### config.mk
export PLATFORM = sky130hd
export DESIGN_NAME = bresenham_line_pixel_generator_core_flat
export DESIGN_NICKNAME = d
export VERILOG_FILES = /design/src/rtl/blp_pkg.sv /design/src/rtl/blp_if.sv /design/src/rtl/blp_axis_setup.sv /design/src/rtl/blp_axis_step.sv /design/src/rtl/bresenham_line_pixel_generator_core.sv /design/src/flat_wrapper.sv
export SDC_FILE = /design/constraint.sdc
export NUM_CORES = 1
export LEC_CHECK = 0
export ABC_AREA = 1
export BUFFER_PORTS_ARGS = -buffer_cell sky130_fd_sc_hd__buf_2
export CAP_MARGIN = 20
export CORE_MARGIN = 4
export CORE_UTILIZATION = 35
export DETAILED_ROUTE_END_ITERATION = 8
export PLACE_DENSITY_LB_ADDON = 0.1
export SYNTH_ARGS = -nofsm -noshare
export SYNTH_HDL_FRONTEND = slang
export SYNTH_SLANG_ARGS = --single-unit
### constraint.sdc
create_clock -name clk -period 9.7 [get_ports clk]
set_input_delay 0.485 -clock clk [delete_from_list [all_inputs] [get_ports clk]]
set_output_delay 0.485 -clock clk [all_outputs]
set_load 0.005 [all_outputs]
### src/rtl/blp_pkg.sv
package blp_pkg;

  // request opcodes
  localparam logic OP_START = 1'b0;
  localparam logic OP_STEP  = 1'b1;

  // per-axis step direction, minus is the two's complement of one
  typedef enum logic [1:0] {
    DIR_NONE  = 2'd0,
    DIR_PLUS  = 2'd1,
    DIR_MINUS = 2'd3
  } dir_t;

  localparam int COLOR_BITS = 16;

endpackage

### src/rtl/blp_if.sv
interface blp_req_if #(
  parameter int COORD_BITS = 8
);
  logic                  valid;
  logic                  ready;
  logic                  op;
  logic [COORD_BITS-1:0] start_x;
  logic [COORD_BITS-1:0] start_y;
  logic [COORD_BITS-1:0] end_x;
  logic [COORD_BITS-1:0] end_y;
  logic [15:0]           color;

  modport source (output valid, op, start_x, start_y, end_x, end_y, color, input ready);
  modport sink (input valid, op, start_x, start_y, end_x, end_y, color, output ready);
endinterface

interface blp_pix_if #(
  parameter int COORD_BITS = 8
);
  logic                  valid;
  logic                  ready;
  logic [COORD_BITS-1:0] pixel_x;
  logic [COORD_BITS-1:0] pixel_y;
  logic [15:0]           pixel_color;
  logic                  last;

  modport source (output valid, pixel_x, pixel_y, pixel_color, last, input ready);
  modport sink (input valid, pixel_x, pixel_y, pixel_color, last, output ready);
endinterface

### src/rtl/blp_axis_setup.sv
module blp_axis_setup #(
  parameter int COORD_BITS = 8
) (
  input  logic [COORD_BITS-1:0] from_pos,
  input  logic [COORD_BITS-1:0] to_pos,
  output blp_pkg::dir_t         dir,
  output logic [COORD_BITS-1:0] mag
);
  import blp_pkg::*;

  always_comb begin
    if (to_pos > from_pos) begin
      dir = DIR_PLUS;
      mag = to_pos - from_pos;
    end else if (to_pos == from_pos) begin
      dir = DIR_NONE;
      mag = '0;
    end else begin
      dir = DIR_MINUS;
      mag = from_pos - to_pos;
    end
  end

endmodule

### src/rtl/blp_axis_step.sv
module blp_axis_step #(
  parameter int COORD_BITS = 8
) (
  input  logic [COORD_BITS-1:0] pos,
  input  logic [COORD_BITS:0]   err,
  input  logic [COORD_BITS-1:0] mag,
  input  logic [COORD_BITS-1:0] major,
  input  blp_pkg::dir_t         dir,
  output logic [COORD_BITS-1:0] pos_next,
  output logic [COORD_BITS:0]   err_next
);
  import blp_pkg::*;

  logic [COORD_BITS:0]   err_sum;
  logic [COORD_BITS:0]   major_ext;
  logic [COORD_BITS-1:0] pos_moved;

  assign err_sum   = err + {1'b0, mag};
  assign major_ext = {1'b0, major};

  always_comb begin
    case (dir)
      DIR_PLUS:  pos_moved = pos + COORD_BITS'(1);
      DIR_MINUS: pos_moved = pos - COORD_BITS'(1);
      default:   pos_moved = pos;
    endcase
  end

  // overflowing accumulator wraps back and moves the axis
  always_comb begin
    if (err_sum > major_ext) begin
      err_next = err_sum - major_ext;
      pos_next = pos_moved;
    end else begin
      err_next = err_sum;
      pos_next = pos;
    end
  end

endmodule

### src/rtl/bresenham_line_pixel_generator_core.sv
// channel  modport          payload                                   role
// req      blp_req_if.sink  op, start_x, start_y, end_x, end_y, color  start or step request
// pix      blp_pix_if.source pixel_x, pixel_y, pixel_color, last       one pixel per live-line step
//
// one request per cycle while req.ready is high; a step request's pixel is in the output
// register the cycle after it is accepted, taken straight from the line state, while
// the single error add-compare on each axis advances the line state on the same accept
// rst is synchronous, active high, and leaves the block idle with no pixel
// req.ready drops only while an unread pixel sits in the output register
// and pix.ready is low; a start request never yields a pixel
module bresenham_line_pixel_generator_core #(
  parameter int COORD_BITS = 8
) (
  input logic           clk,
  input logic           rst,
  blp_req_if.sink       req,
  blp_pix_if.source     pix
);
  import blp_pkg::*;

  localparam int ERR_BITS = COORD_BITS + 1;

  // line state
  logic [COORD_BITS-1:0] cur_col;
  logic [COORD_BITS-1:0] cur_row;
  logic [ERR_BITS-1:0]   col_error;
  logic [ERR_BITS-1:0]   row_error;
  logic [COORD_BITS-1:0] abs_dx;
  logic [COORD_BITS-1:0] abs_dy;
  logic [COORD_BITS-1:0] major_dist;
  dir_t                  col_dir;
  dir_t                  row_dir;
  logic [ERR_BITS-1:0]   pixels_left;
  logic [COLOR_BITS-1:0] line_color;
  logic                  busy;

  // output register
  logic                  out_valid;
  logic [COORD_BITS-1:0] out_x;
  logic [COORD_BITS-1:0] out_y;
  logic [COLOR_BITS-1:0] out_color;
  logic                  out_last;

  // setup results for a start request
  dir_t                  set_col_dir;
  dir_t                  set_row_dir;
  logic [COORD_BITS-1:0] set_dx;
  logic [COORD_BITS-1:0] set_dy;
  logic [COORD_BITS-1:0] set_major;

  // step results
  logic [COORD_BITS-1:0] cur_col_next;
  logic [COORD_BITS-1:0] cur_row_next;
  logic [ERR_BITS-1:0]   col_error_next;
  logic [ERR_BITS-1:0]   row_error_next;
  logic [ERR_BITS-1:0]   pixels_left_next;

  logic take;
  logic emit;

  // output register frees up when empty or being drained
  assign req.ready = !out_valid || pix.ready;
  assign take      = req.valid && req.ready;
  // step on a live line loads a pixel
  assign emit      = take && (req.op == OP_STEP) && busy;

  assign pix.valid       = out_valid;
  assign pix.pixel_x     = out_x;
  assign pix.pixel_y     = out_y;
  assign pix.pixel_color = out_color;
  assign pix.last        = out_last;

  blp_axis_setup #(.COORD_BITS(COORD_BITS)) u_setup_col (
    .from_pos (req.start_x),
    .to_pos   (req.end_x),
    .dir      (set_col_dir),
    .mag      (set_dx)
  );

  blp_axis_setup #(.COORD_BITS(COORD_BITS)) u_setup_row (
    .from_pos (req.start_y),
    .to_pos   (req.end_y),
    .dir      (set_row_dir),
    .mag      (set_dy)
  );

  assign set_major = (set_dx > set_dy) ? set_dx : set_dy;

  blp_axis_step #(.COORD_BITS(COORD_BITS)) u_step_col (
    .pos      (cur_col),
    .err      (col_error),
    .mag      (abs_dx),
    .major    (major_dist),
    .dir      (col_dir),
    .pos_next (cur_col_next),
    .err_next (col_error_next)
  );

  blp_axis_step #(.COORD_BITS(COORD_BITS)) u_step_row (
    .pos      (cur_row),
    .err      (row_error),
    .mag      (abs_dy),
    .major    (major_dist),
    .dir      (row_dir),
    .pos_next (cur_row_next),
    .err_next (row_error_next)
  );

  // count saturates at zero
  assign pixels_left_next = (pixels_left != '0) ? pixels_left - ERR_BITS'(1) : pixels_left;

  always_ff @(posedge clk) begin
    if (rst) begin
      cur_col     <= '0;
      cur_row     <= '0;
      col_error   <= '0;
      row_error   <= '0;
      abs_dx      <= '0;
      abs_dy      <= '0;
      major_dist  <= '0;
      col_dir     <= DIR_NONE;
      row_dir     <= DIR_NONE;
      pixels_left <= '0;
      line_color  <= '0;
      busy        <= 1'b0;
      out_valid   <= 1'b0;
    end else begin
      if (emit) begin
        out_valid <= 1'b1;
      end else if (pix.ready) begin
        out_valid <= 1'b0;
      end
      if (take) begin
        if (req.op == OP_START) begin
          // new line replaces any line in flight
          cur_col     <= req.start_x;
          cur_row     <= req.start_y;
          col_error   <= '0;
          row_error   <= '0;
          abs_dx      <= set_dx;
          abs_dy      <= set_dy;
          major_dist  <= set_major;
          col_dir     <= set_col_dir;
          row_dir     <= set_row_dir;
          pixels_left <= ERR_BITS'(set_major) + ERR_BITS'(2);
          line_color  <= req.color;
          busy        <= 1'b1;
        end else if (busy) begin
          // emit the current pixel, then advance
          out_x       <= cur_col;
          out_y       <= cur_row;
          out_color   <= line_color;
          out_last    <= (pixels_left == ERR_BITS'(1));
          cur_col     <= cur_col_next;
          cur_row     <= cur_row_next;
          col_error   <= col_error_next;
          row_error   <= row_error_next;
          pixels_left <= pixels_left_next;
          busy        <= (pixels_left_next != '0);
        end
      end
    end
  end

  // accumulators never pass the major distance
  a_col_err_bound: assert property (@(posedge clk) disable iff (rst)
    {1'b0, major_dist} >= col_error)
    else $error("column error above major distance");

  a_row_err_bound: assert property (@(posedge clk) disable iff (rst)
    {1'b0, major_dist} >= row_error)
    else $error("row error above major distance");

  a_busy_count: assert property (@(posedge clk) disable iff (rst)
    busy |-> (pixels_left != '0))
    else $error("busy with no pixels left");

  a_last_ends_line: assert property (@(posedge clk) disable iff (rst)
    (take && req.op == OP_STEP && busy && pixels_left == ERR_BITS'(1)) |=> (!busy && out_last))
    else $error("line did not end on last pixel");

  a_idle_step_silent: assert property (@(posedge clk) disable iff (rst)
    (take && req.op == OP_STEP && !busy && !(out_valid && !pix.ready)) |=> !out_valid)
    else $error("pixel emitted while idle");

endmodule

### src/flat_wrapper.sv
// flat-port wrapper written by rule: the top's interface ports become plain ports
module bresenham_line_pixel_generator_core_flat import blp_pkg::*;
#(
  parameter int COORD_BITS = 8
)
  (clk, rst, req_valid, req_op, req_start_x, req_start_y, req_end_x, req_end_y, req_color, req_ready, pix_valid, pix_pixel_x, pix_pixel_y, pix_pixel_color, pix_last, pix_ready);
  blp_req_if #(.COORD_BITS(COORD_BITS)) req_i ();
  blp_pix_if #(.COORD_BITS(COORD_BITS)) pix_i ();
  input logic clk;
  input logic rst;
  input wire logic [$bits(req_i.valid)-1:0] req_valid;
  input wire logic [$bits(req_i.op)-1:0] req_op;
  input wire logic [$bits(req_i.start_x)-1:0] req_start_x;
  input wire logic [$bits(req_i.start_y)-1:0] req_start_y;
  input wire logic [$bits(req_i.end_x)-1:0] req_end_x;
  input wire logic [$bits(req_i.end_y)-1:0] req_end_y;
  input wire logic [$bits(req_i.color)-1:0] req_color;
  output wire logic [$bits(req_i.ready)-1:0] req_ready;
  output wire logic [$bits(pix_i.valid)-1:0] pix_valid;
  output wire logic [$bits(pix_i.pixel_x)-1:0] pix_pixel_x;
  output wire logic [$bits(pix_i.pixel_y)-1:0] pix_pixel_y;
  output wire logic [$bits(pix_i.pixel_color)-1:0] pix_pixel_color;
  output wire logic [$bits(pix_i.last)-1:0] pix_last;
  input wire logic [$bits(pix_i.ready)-1:0] pix_ready;
  assign req_i.valid = req_valid;
  assign req_i.op = req_op;
  assign req_i.start_x = req_start_x;
  assign req_i.start_y = req_start_y;
  assign req_i.end_x = req_end_x;
  assign req_i.end_y = req_end_y;
  assign req_i.color = req_color;
  assign req_ready = req_i.ready;
  assign pix_valid = pix_i.valid;
  assign pix_pixel_x = pix_i.pixel_x;
  assign pix_pixel_y = pix_i.pixel_y;
  assign pix_pixel_color = pix_i.pixel_color;
  assign pix_last = pix_i.last;
  assign pix_i.ready = pix_ready;
  bresenham_line_pixel_generator_core #(.COORD_BITS(COORD_BITS)) u_core (.clk(clk), .rst(rst), .req(req_i), .pix(pix_i));
endmodule
==> results of run 1 <==
critical path, cell delays in order, from the launching register on:
cell      delay (ns)
dfxtp_1         0.31
ha_1            0.23
fa_1            0.40
xor2_1          0.20
ha_1            0.35
nand2_1         0.06
o21ai_0         0.25
nand2_1         0.11
nand2_1         0.08
a21oi_1         0.07
nor2_1          0.12
nor2_1          0.05
o21bai_1        0.14
nand2_1         0.09
nand2_1         0.07
o41ai_1         0.08
nand2_1         0.41
nand2_1         0.16
a21oi_1         0.67
inv_1           0.25
nor2_1          0.16
nor2_1          0.06
layer usage:
layer  up-vias  wire [um]  share of wire [%]  track usage [%]
li1       3868          -                  -                -
met1      3305      11230                 49            23.68
met2       163      10030                 44            28.04
met3        26       1066                4.7            2.776
met4         0        377                1.7            4.956
met5         -          0                  0                0
cells in the final DEF (no fill, tap or decap), drive strengths merged, types with 13 or more instances in the layout:
cell | netlist | layout
o211ai | 14 | 14
a21oi | 111 | 111
nand3 | 36 | 36
o21ai | 135 | 135
nor2 | 131 | 131
inv | 165 | 171
ha | 84 | 84
dfxtp | 89 | 89
clkbuf | 30 | 18
edfxtp | 33 | 33
xnor2 | 13 | 13
buf | 7 | 91
xor2 | 37 | 37
nand2 | 174 | 174
o21bai | 15 | 15
worst paths after layout:
kind	start	end	slack, ns	cells past startpoint
worst min-delay path	req_color[12]	u_core.line_color[12]	0.30	3
worst max-delay path	u_core.abs_dx[0]	u_core.cur_col[2]	5.23	21
worst max register to register	u_core.abs_dx[0]	u_core.cur_col[2]	5.23	21
worst min register to register	u_core.line_color[4]	u_core.pix.pixel_color[4]	0.42	0
registers in the layout, indices dropped and copies added (netlist names), 9 cells and up:
name / cells
u_core.row_error: 9
u_core.col_error: 9
u_core.line_color: 16
u_core.pixels_left: 9
u_core.pix.pixel_color: 16
stage by stage:
stage | hold slack (ns) | setup WS [ns] | cell area, sq um
floorplan | 0.4030 | 5.686 | 8458
finish | 0.2965 | 5.234 | 9751
global route | 0.2896 | 4.775 | 9751
global placement | 0.4050 | 5.097 | 9175
detailed placement | 0.4075 | 4.949 | 9175
CTS | 0.2816 | 5.231 | 9751
kinds of logic (layout without fill, tap and decap cells):
logic type | after synthesis | in the layout | synth area share [%]
xor+xnor | 50 | 50 | 5.178
buf+inv | 203 | 289 | 9.290
simple gates | 361 | 361 | 18.67
compound gates | 296 | 296 | 19.29
flops | 122 | 122 | 32.78
fa+ha+maj | 94 | 94 | 14.79
layout make-up:
type,instances,area (sq um),area share (%)
clock inverters,14,136.4,1.399
flip-flops and latches,122,2773,28.44
inverters,166,623.1,6.390
well taps,319,399.1,4.093
multi-input cells,801,4915,50.40
clock buffers,18,439.2,4.504
repair buffers,91,465.4,4.774
where the power goes:
group,total [mW],internal (mW),switching [mW]
clock network,0.618,0.365,0.253
registers,0.574,0.553,0.0211
logic,0.602,0.205,0.398
total,1.79,1.12,0.672
==> summary.md, run 1 <==
| Metric | Value |
|---|---|
| Outcome | `complete, no violations` |
| Grt total ovfl | `0` |
| Via Count | `7362` |
| Final core utilization | `41.29%` |
| Vias in the first global route | `7168` |
| Resized Gates After CTS | `0` |
| CP endpoint kind | `flip-flop` |
| Top-count cell post-synth | `inv_1` |
| DRT Pass-1 Iters | `5` |
| DR iter-0 viols | `398` |
| Final setup violation count | `0` |
| Row count | `56` |
| # diodes | `0` |
| Post-DRT Antenna Nets | `0` |
| # fillers | `2452` |
| Tcrit/Tclk final | `46.04%` |
| Clk pin slew, worst setup/hold paths | `0.06 ns` |
| Synth area leaders | `dfxtp_1 21%, ha_1 12%, edfxtp_1 12%, o21ai_0 7.8%, inv_1 7.2%` |
| Die area | `26720 sq um` |
| Syn Area/Cell | `7.512 sq um` |
| First-pass GRT wire length | `36.62 mm` |
| Worst Path Arrival | `approximately 4.8 ns` |
| CTS root buf | `clkbuf_16` |
| Layout cell share with drive strength beyond 1 | `13.78%` |
| Total power | `about 1.8 mW` |
| Post-synth EDFFs | `33` |
| Cell count after synthesis | `between 1000 and 1500` |
| CTS tree | `built` |
| Die width | `163.5 um` |
| Library cells used by synthesis | `46` |
| Worst-path fanout max | `17` |
| Clock insertion delay at the later pin of the skew report | `0.41 ns` |
| DP Wirelength | `17.27 mm` |
| Worst-Margin Slew | `0.9755 ns` |
| VDD IR max | `0.09383 mV` |
| Ys Warns | `0` |
| Placed insts | `1499` |
| Core box area | `23610 sq um` |
| Fin nets | `1346` |
| Clk buf depth | `2` |
| Wire per inst | `14.83 um` |
| Final min period | `4.466 ns` |
| Pwr/cell area | `184.0 nW/um^2` |
| Initial antenna violation count | `0` |
| Critical Path Start Type | `flip-flop` |
| RSZ-0062 raised after global routing | `no` |
| Final estimated routing congestion in global placement | `0.9059` |
| Die height | `roughly 160 um` |
| # Max-Cap Violations | `0` |
| Worst Hold Class | `in2reg` |
| Clock sink count | `122` |
| DRC viols | `0` |
| Total Wirelength | `22.70 mm` |
| Post-synthesis sequential area ratio | `about a third` |
| H-tree levels | `4` |
| WP data required | `10.00 ns` |
| Ys flop type | `dfxtp_1` |
| Post-synth top cells | `162 x inv_1, 156 x nand2_1, 131 x o21ai_0` |
| Non-filler cells, final | `1531` |
| Yosys top cell area share | `about a fifth` |
| Setup TNS | `0 ns` |
| Largest area contributor in the netlist | `dfxtp_1` |
| Slew Viols, Final | `0` |
| Rel. slew slack | `34.90%` |
| CP Class | `reg2reg` |
| Layout Skew | `0.01202 ns` |
| Starting Density | `35.82%` |
| PortBufs | `87` |
| Post-Syn Area | `roughly 8500 sq um` |
| Hold Buf Count CTS | `0` |
| Post-CTS setup repair buffer count | `0` |
| CTS Buf Count | `17` |
| Post-synth net total | `between 1000 and 1500` |
| Final hold vios | `0` |
| Leakage Power | `between 4 and 5 nW` |
| # IOs | `88` |
| Asr flop ratio synth | `0%` |
| Total GRT Usage | `17.24%` |
| Largest net degree at the start of global routing | `58` |
| Via/cell ratio | `4.809` |
| #FFs+latches synth | `122` |
| Synth-to-layout area growth | `15.28%` |
| Fmax | `0.2239 GHz` |
Note: power is estimated with default switching activity, not from simulation.
==> run 2, diff against run 1 <==
==> constraint.sdc (replaced) <==
create_clock -name clk -period 4.45 [get_ports clk]
set_input_delay 0.2225 -clock clk [delete_from_list [all_inputs] [get_ports clk]]
set_output_delay 0.2225 -clock clk [all_outputs]
set_load 0.005 [all_outputs]
==> run 2 against run 1 <==
Against the previous run: hold slack worse by 0.27 ns; fmax up 13%; register-to-register slack got worse by 4.8 ns; utilization is 0.42 points higher; design area increased by 1.0%; worst setup slack worse by 4.8 ns; die area unchanged; sequential share of layout area shrank 0.29 points; final cell count is 0.85% higher; non-clock buffer count rose by 13; first-iteration DRC count shrank 17%; sequential power rose by 120%; critical path type unchanged.
==> summary.md, run 2 (synthesis results as in run 1) <==
| Metric | Value |
|---|---|
| Outcome | `complete, no violations` |
| Final setup violation count | `0 (unchanged)` |
| Most frequent cells in the layout | `162 x inv_1, 156 x nand2_1, 131 x o21ai_0, 125 x nor2_1, 107 x a21oi_1` |
| Final min period | `3.967 ns (-0.4993 ns)` |
| Vias in the first global route | `7028 (-2.0%)` |
| Worst hold path depth | `3 (unchanged)` |
| Pwr/cell area | `402.3 nW/um^2 (+120%)` |
| Tcrit/Tclk final | `89.14% (+43 points)` |
| Largest delay share family, worst path | `compound AO/OA/AOI/OAI gates` |
| Max Used Layer | `met4` |
| Most common cell after layout, fill and taps aside | `inv_1` |
| CP Class | `reg2reg` |
| Layout cell share with drive strength beyond 1 | `14.61% (+0.83 points)` |
| Layout Skew | `0.008681 ns (-0.003342 ns)` |
| Internal power consumption | `2.479 mW (+120%)` |
| Row count | `56 (unchanged)` |
| CTS tree | `built` |
| Post-DRT Antenna Nets | `0 (unchanged)` |
| # Max-Cap Violations | `0 (unchanged)` |
| DR iter-0 viols | `329 (-17%)` |
| Delay of the slowest cell on the worst path | `0.60 ns (-0.07 ns)` |
| Starting Density | `35.82% (unchanged)` |
| CP endpoint kind | `flip-flop` |
| VDD IR max | `0.1765 mV (+88%)` |
| CTS root buf | `clkbuf_16` |
| Via Count | `7333 (-0.39%)` |
| Wire per inst | `14.79 um (-0.24%)` |
| CTS Buf Count | `17 (unchanged)` |
| Crit path max-delay cell type | `a21oi_1` |
| Clock network power share | `34.1% (-0.3 points)` |
| Core box area | `23610 sq um (unchanged)` |
| Logic pwr share | `34.3% (+0.7 points)` |
| Worst Path Arrival | `4.27 ns (-0.49 ns)` |
| PortBufs | `87 (unchanged)` |
| Final estimated routing congestion in global placement | `0.8624 (-4.8%)` |
| Total Wirelength | `22.84 mm (+0.60%)` |
| Worst hold slack | `0.03043 ns (-0.2660 ns)` |
| Worst-Margin Slew | `0.7542 ns (-0.2213 ns)` |
| Die width | `163.5 um (unchanged)` |
| Hold Buf Count CTS | `0 (unchanged)` |
| Sequential power share | `31.6% (-0.4 points)` |
| Resized Gates After CTS | `0 (unchanged)` |
| R2R cell count | `21 (unchanged)` |
| Via/cell ratio | `4.749 (-1.2%)` |
| Clock insertion delay at the later pin of the skew report | `0.42 ns (about the same)` |
| Total GRT Usage | `17.51% (+0.27 points)` |
| # diodes | `0 (unchanged)` |
| Routed wl met3 | `812 um (-24%)` |
| Die height | `163.5 um (unchanged)` |
| Worst-path fanout max | `11 (-6)` |
| DRC viols | `0 (unchanged)` |
| Fmax | `0.2521 GHz (+13%)` |
| Clock sink count | `122 (unchanged)` |
| Grt total ovfl | `0 (unchanged)` |
| Worst path cell trace | `ha_1 > fa_1 > xor2_1 > ha_1 > nand2_1 > o21ai_0 > nand2_1 > nand2_1 > a21oi_1 > nor2_1 > nor2_1 > o21bai_1 > nand2_1 > nand2_1 > o41ai_1 > nand2_1 > nand2_1 > a21oi_1 > inv_1 > nor2_1 > nor2_1` |
| First-pass GRT wire length | `37.16 mm (+1.5%)` |
| Leakage Power | `4.787 nW (+1.3%)` |
| CP startpoint | `u_core.abs_dx[0]` |
| Clk pin slew, worst setup/hold paths | `0.06 ns (about the same)` |
| WL met1 | `11.70 mm (+4.3%)` |
| Clk buf depth | `2 (unchanged)` |
| Die area | `26720 sq um (unchanged)` |
| Critical Path Start Type | `flip-flop` |
| Slew Viols, Final | `0 (unchanged)` |
| DP Wirelength | `17.49 mm (+1.3%)` |
| Rel. slew slack | `49.72% (+15 points)` |
| R2R Path Start | `u_core.abs_dx[0]` |
| Post-CTS setup repair buffer count | `0 (unchanged)` |
| Worst Hold Class | `in2reg` |
| Switching share of power | `37.44% (about the same)` |
| Final hold vios | `0 (unchanged)` |
| Met2 wire length | `10.05 mm (+0.17%)` |
| Most common cell type on the critical path | `nand2_1` |
| P_sw | `1.484 mW (+120%)` |
| WP depth | `21 (unchanged)` |
| # IOs | `88 (unchanged)` |
| Synth-to-layout area growth | `16.45%` |
| WP data required | `4.76 ns (-5.24 ns)` |
| DRT Pass-1 Iters | `5 (unchanged)` |
| Initial antenna violation count | `0 (unchanged)` |
| Largest net degree at the start of global routing | `58 (unchanged)` |
| H-tree levels | `4 (unchanged)` |
| Bufs and invs on worst path | `1 (unchanged)` |
| RSZ-0062 raised after global routing | `no` |
| Fin nets | `1359 (+0.97%)` |
| Setup TNS | `0 ns (unchanged)` |
| Worst Hold Launch | `req_color[0]` |
## run 2: per-stage QoR
step	utilization [%]	area (sq um)	total power, mW	cells	worst slack, ns
final	41.71	9849	3.963	1544	0.4832
after global routing	41.71	9849	4.249	1544	0.1218
after CTS	41.71	9849	4.003	1544	0.4830
after detailed placement	39.27	9273	2.630	1512	0.1430
after global placement	39.27	9273	2.631	1512	0.3060
after floorplan	-	8458	2.269	1126	0.6989
## run 2: path summary, 6_finish.rpt
kind | endpoint | slack, ns
worst min-delay path | u_core.line_color[0] | 0.03
worst min register to register | u_core.pix.pixel_color[6] | 0.42
worst max-delay path | u_core.cur_col[7] | 0.48
worst max register to register | u_core.cur_col[7] | 0.48
## run 2: routing by layer
metal  GRT usage (%)  vias up
met5               0        -
met4           4.499        0
met3           2.851       19
met2           27.57      115
met1           25.02     3306
li1                -     3893
## run 2: layout make-up
type | count | area (sq um)
clock inverters | 14 | 137.6
flip-flops and latches | 122 | 2773
well taps | 319 | 399.1
inverters | 166 | 623.1
clock buffers | 18 | 439.2
fillers | 2466 | 13760
multi-input cells | 801 | 4915
repair buffers | 104 | 563.0
## run 2: tightest hold or removal path, stage by stage
cell	delay, ns
buf_2	0.07
nor2_1	0.03
nor2_1	0.08
## run 2: power by group through the flow
stage,Combinational (mW),Clock [mW],Sequential [mW]
3_5_place_dp,1.35,0,1.28
5_1_grt,1.54,1.44,1.26
4_1_cts,1.36,1.39,1.25
2_1_floorplan,1.01,0,1.26
3_3_place_gp,1.35,0,1.28
6_report,1.36,1.35,1.25
==> run 3, diff against run 2 <==
--- a/config.mk
+++ b/config.mk
@@ -6,10 +6,11 @@
 export NUM_CORES = 1
 export LEC_CHECK = 0
 export ABC_AREA = 1
+export ABC_CLOCK_PERIOD_IN_PS = 4450
 export BUFFER_PORTS_ARGS = -buffer_cell sky130_fd_sc_hd__buf_2
 export CAP_MARGIN = 20
 export CORE_MARGIN = 4
-export CORE_UTILIZATION = 35
+export CORE_UTILIZATION = 60
 export DETAILED_ROUTE_END_ITERATION = 8
 export PLACE_DENSITY_LB_ADDON = 0.1
 export SYNTH_ARGS = -nofsm -noshare
==> run 3 against run 2 <==
Against the previous run: flip-flop and latch count unchanged; critical path type is now in2reg; largest cell class unchanged; via count up 4.0%; final cell count down 9.3%; global-route usage up 9.4 points; sequential power about the same; design area down 2.3%; combinational power about the same.
==> summary.md, run 3 (synthesis results as in run 1) <==
| Metric | Value |
|---|---|
| Clock insertion delay at the later pin of the skew report | `0.42 ns (about the same)` |
| Pwr/cell area | `403.0 nW/um^2 (+0.17%)` |
| Worst-path fanout max | `16 (+5)` |
| Clk pin slew, worst setup/hold paths | `0.06 ns (about the same)` |
| Worst-Margin Slew | `0.9122 ns (+0.1580 ns)` |
| # IOs | `88 (unchanged)` |
| Outcome | `complete, no violations` |
| Vias in the first global route | `7411 (+5.4%)` |
| Synth-to-layout area growth | `13.76%` |
| DR iter-0 viols | `505 (+53%)` |
| Total Wirelength | `21.00 mm (-8.1%)` |
| Worst hold slack | `0.02788 ns (-0.002557 ns)` |
| DP Wirelength | `15.56 mm (-11%)` |
| Post-CTS setup repair buffer count | `0 (unchanged)` |
| WP data required | `4.73 ns (-0.03 ns)` |
| Flip-flop and latch area | `2773 sq um (unchanged)` |
| PortBufs | `87 (unchanged)` |
| Non-filler cells, final | `1401 (-9.3%)` |
| Clk buf depth | `2 (unchanged)` |
| Tcrit/Tclk final | `87.22% (-1.9 points)` |
| Die height | `126.7 um (-22%)` |
| Multi-input gate area | `4915 sq um (unchanged)` |
| Fmax | `0.2576 GHz (+2.2%)` |
| Leakage Power | `4.760 nW (-0.57%)` |
| CP endpoint kind | `flip-flop` |
| Rel. slew slack | `39.12% (-11 points)` |
| Clock sink count | `122 (unchanged)` |
| Hold Buf Count CTS | `0 (unchanged)` |
| Crit path max-delay cell type | `fa_1` |
| Critical Path Start Type | `input port` |
| Via Count | `7629 (+4.0%)` |
| Slew Viols, Final | `0 (unchanged)` |
| First-pass GRT wire length | `35.05 mm (-5.7%)` |
| DRC viols | `0 (unchanged)` |
| Placed insts | `1369 (-9.5%)` |
| CTS Buf Count | `17 (unchanged)` |
| Row count | `43 (-23%)` |
| Most common cell after layout, fill and taps aside | `inv_1` |
| DRT Pass-1 Iters | `5 (unchanged)` |
| Layout Skew | `0.008228 ns (-0.0004524 ns)` |
| Delay of the slowest cell on the worst path | `0.41 ns (-0.19 ns)` |
| Final setup violation count | `0 (unchanged)` |
| Worst Path Arrival | `4.17 ns (-0.10 ns)` |
| H-tree levels | `4 (unchanged)` |
| Final estimated routing congestion in global placement | `0.8768 (+1.7%)` |
| Final min period | `3.881 ns (-0.08548 ns)` |
| CTS root buf | `clkbuf_16` |
| # fillers | `1185 (-52%)` |
| Die width | `126.7 um (-22%)` |
| Die area | `16060 sq um (-40%)` |
| Setup TNS | `0 ns (unchanged)` |
| Layout cell share with drive strength beyond 1 | `14.25% (-0.36 points)` |
| Grt total ovfl | `0 (unchanged)` |
| RSZ-0062 raised after global routing | `no` |
| Core box area | `13830 sq um (-41%)` |
| Resized Gates After CTS | `0 (unchanged)` |
| CP Class | `in2reg` |
| Fin nets | `1355 (-0.29%)` |
| Initial antenna violation count | `0 (unchanged)` |
| Via/cell ratio | `5.445 (+15%)` |
| VDD IR max | `0.3357 mV (+90%)` |
| Wire per inst | `14.99 um (+1.3%)` |
| Total GRT Usage | `26.90% (+9.4 points)` |
| Most frequent cells in the layout | `162 x inv_1, 156 x nand2_1, 131 x o21ai_0, 125 x nor2_1, 107 x a21oi_1` |
| Worst Hold Class | `in2reg` |
| # Max-Cap Violations | `0 (unchanged)` |
| Starting Density | `61.17% (+25 points)` |
| Final hold vios | `0 (unchanged)` |
| CTS tree | `built` |
| Post-DRT Antenna Nets | `0 (unchanged)` |
| Most common cell type on the critical path | `inv_1` |
| # diodes | `0 (unchanged)` |
| Largest net degree at the start of global routing | `62 (+6.9%)` |
[run 3: cell types whose count changed in the layout (fill, tap and decap cells not counted)]
| cell | before | now |
|---|---|---|
| clkinv_1 | 2 | 1 |
| clkinv_2 | 0 | 3 |
| buf_4 | 17 | 13 |
| inv_6 | 4 | 3 |
| clkinv_4 | 4 | 3 |
| clkbuf_8 | 1 | 0 |
| inv_8 | 1 | 0 |
| clkbuf_1 | 0 | 2 |
[run 3: worst max-delay path, delay by kind of cell]
kind	cells	cell delay (ns)
compound gates	5	0.97
simple gates	11	1.45
buf+inv	5	0.40
fa+ha+maj	4	1.11
[run 3: cell type report]
class / count / area share [%]
Clock buffer: 19 / 4.499
Clock inverter: 13 / 1.248
Inverter: 166 / 6.476
Multi-Input combinational cell: 801 / 51.08
Sequential cell: 122 / 28.82
Tap cell: 180 / 2.341
Timing Repair Buffer: 100 / 5.540
[run 3: metrics by stage]
| step | area (sq um) | power, mW | setup slack [ns] | util [%] |
|---|---|---|---|---|
| 4_1_cts | 9622 | 3.877 | 0.6137 | 69.59 |
| 2_1_floorplan | 8458 | 2.269 | 0.6989 | - |
| 6_report | 9622 | 3.877 | 0.5687 | 69.59 |
| 3_5_place_dp | 9069 | 2.576 | 0.2083 | 65.59 |
| 5_1_grt | 9622 | 4.136 | 0.1597 | 69.59 |
| 3_3_place_gp | 9069 | 2.557 | 0.3900 | 65.59 |
[run 3: layer usage]
metal  part of all wire [%]  track usage [%]  routed length, um  vias to the layer above
li1                       -                -                  -                     3892
met1                     46            35.91               9700                     3485
met2                     45            43.40               9472                      214
met3                    6.2            4.716               1299                       38
met4                    2.5            10.79                527                        0
met5                      0                0                  0                        -
[run 3: path summary, 6_finish.rpt]
| check | slack (ns) | end | from | cells after the start |
|---|---|---|---|---|
| worst max-delay path | 0.57 | u_core.pixels_left[3] | req_end_x[0] | 25 |
| worst min-delay path | 0.03 | u_core.line_color[9] | req_color[9] | 3 |
| worst max register to register | 0.72 | u_core.cur_row[1] | u_core.abs_dy[0] | 22 |
| worst min register to register | 0.42 | u_core.pix.pixel_color[4] | u_core.line_color[4] | 0 |
[run 3: power by group]
part | internal [mW] | switching, mW | leakage [nW]
clock | 0.770 | 0.520 | 0.264
combinational | 0.469 | 0.863 | 3.45
sequential | 1.21 | 0.0485 | 1.04
total | 2.45 | 1.43 | 4.76
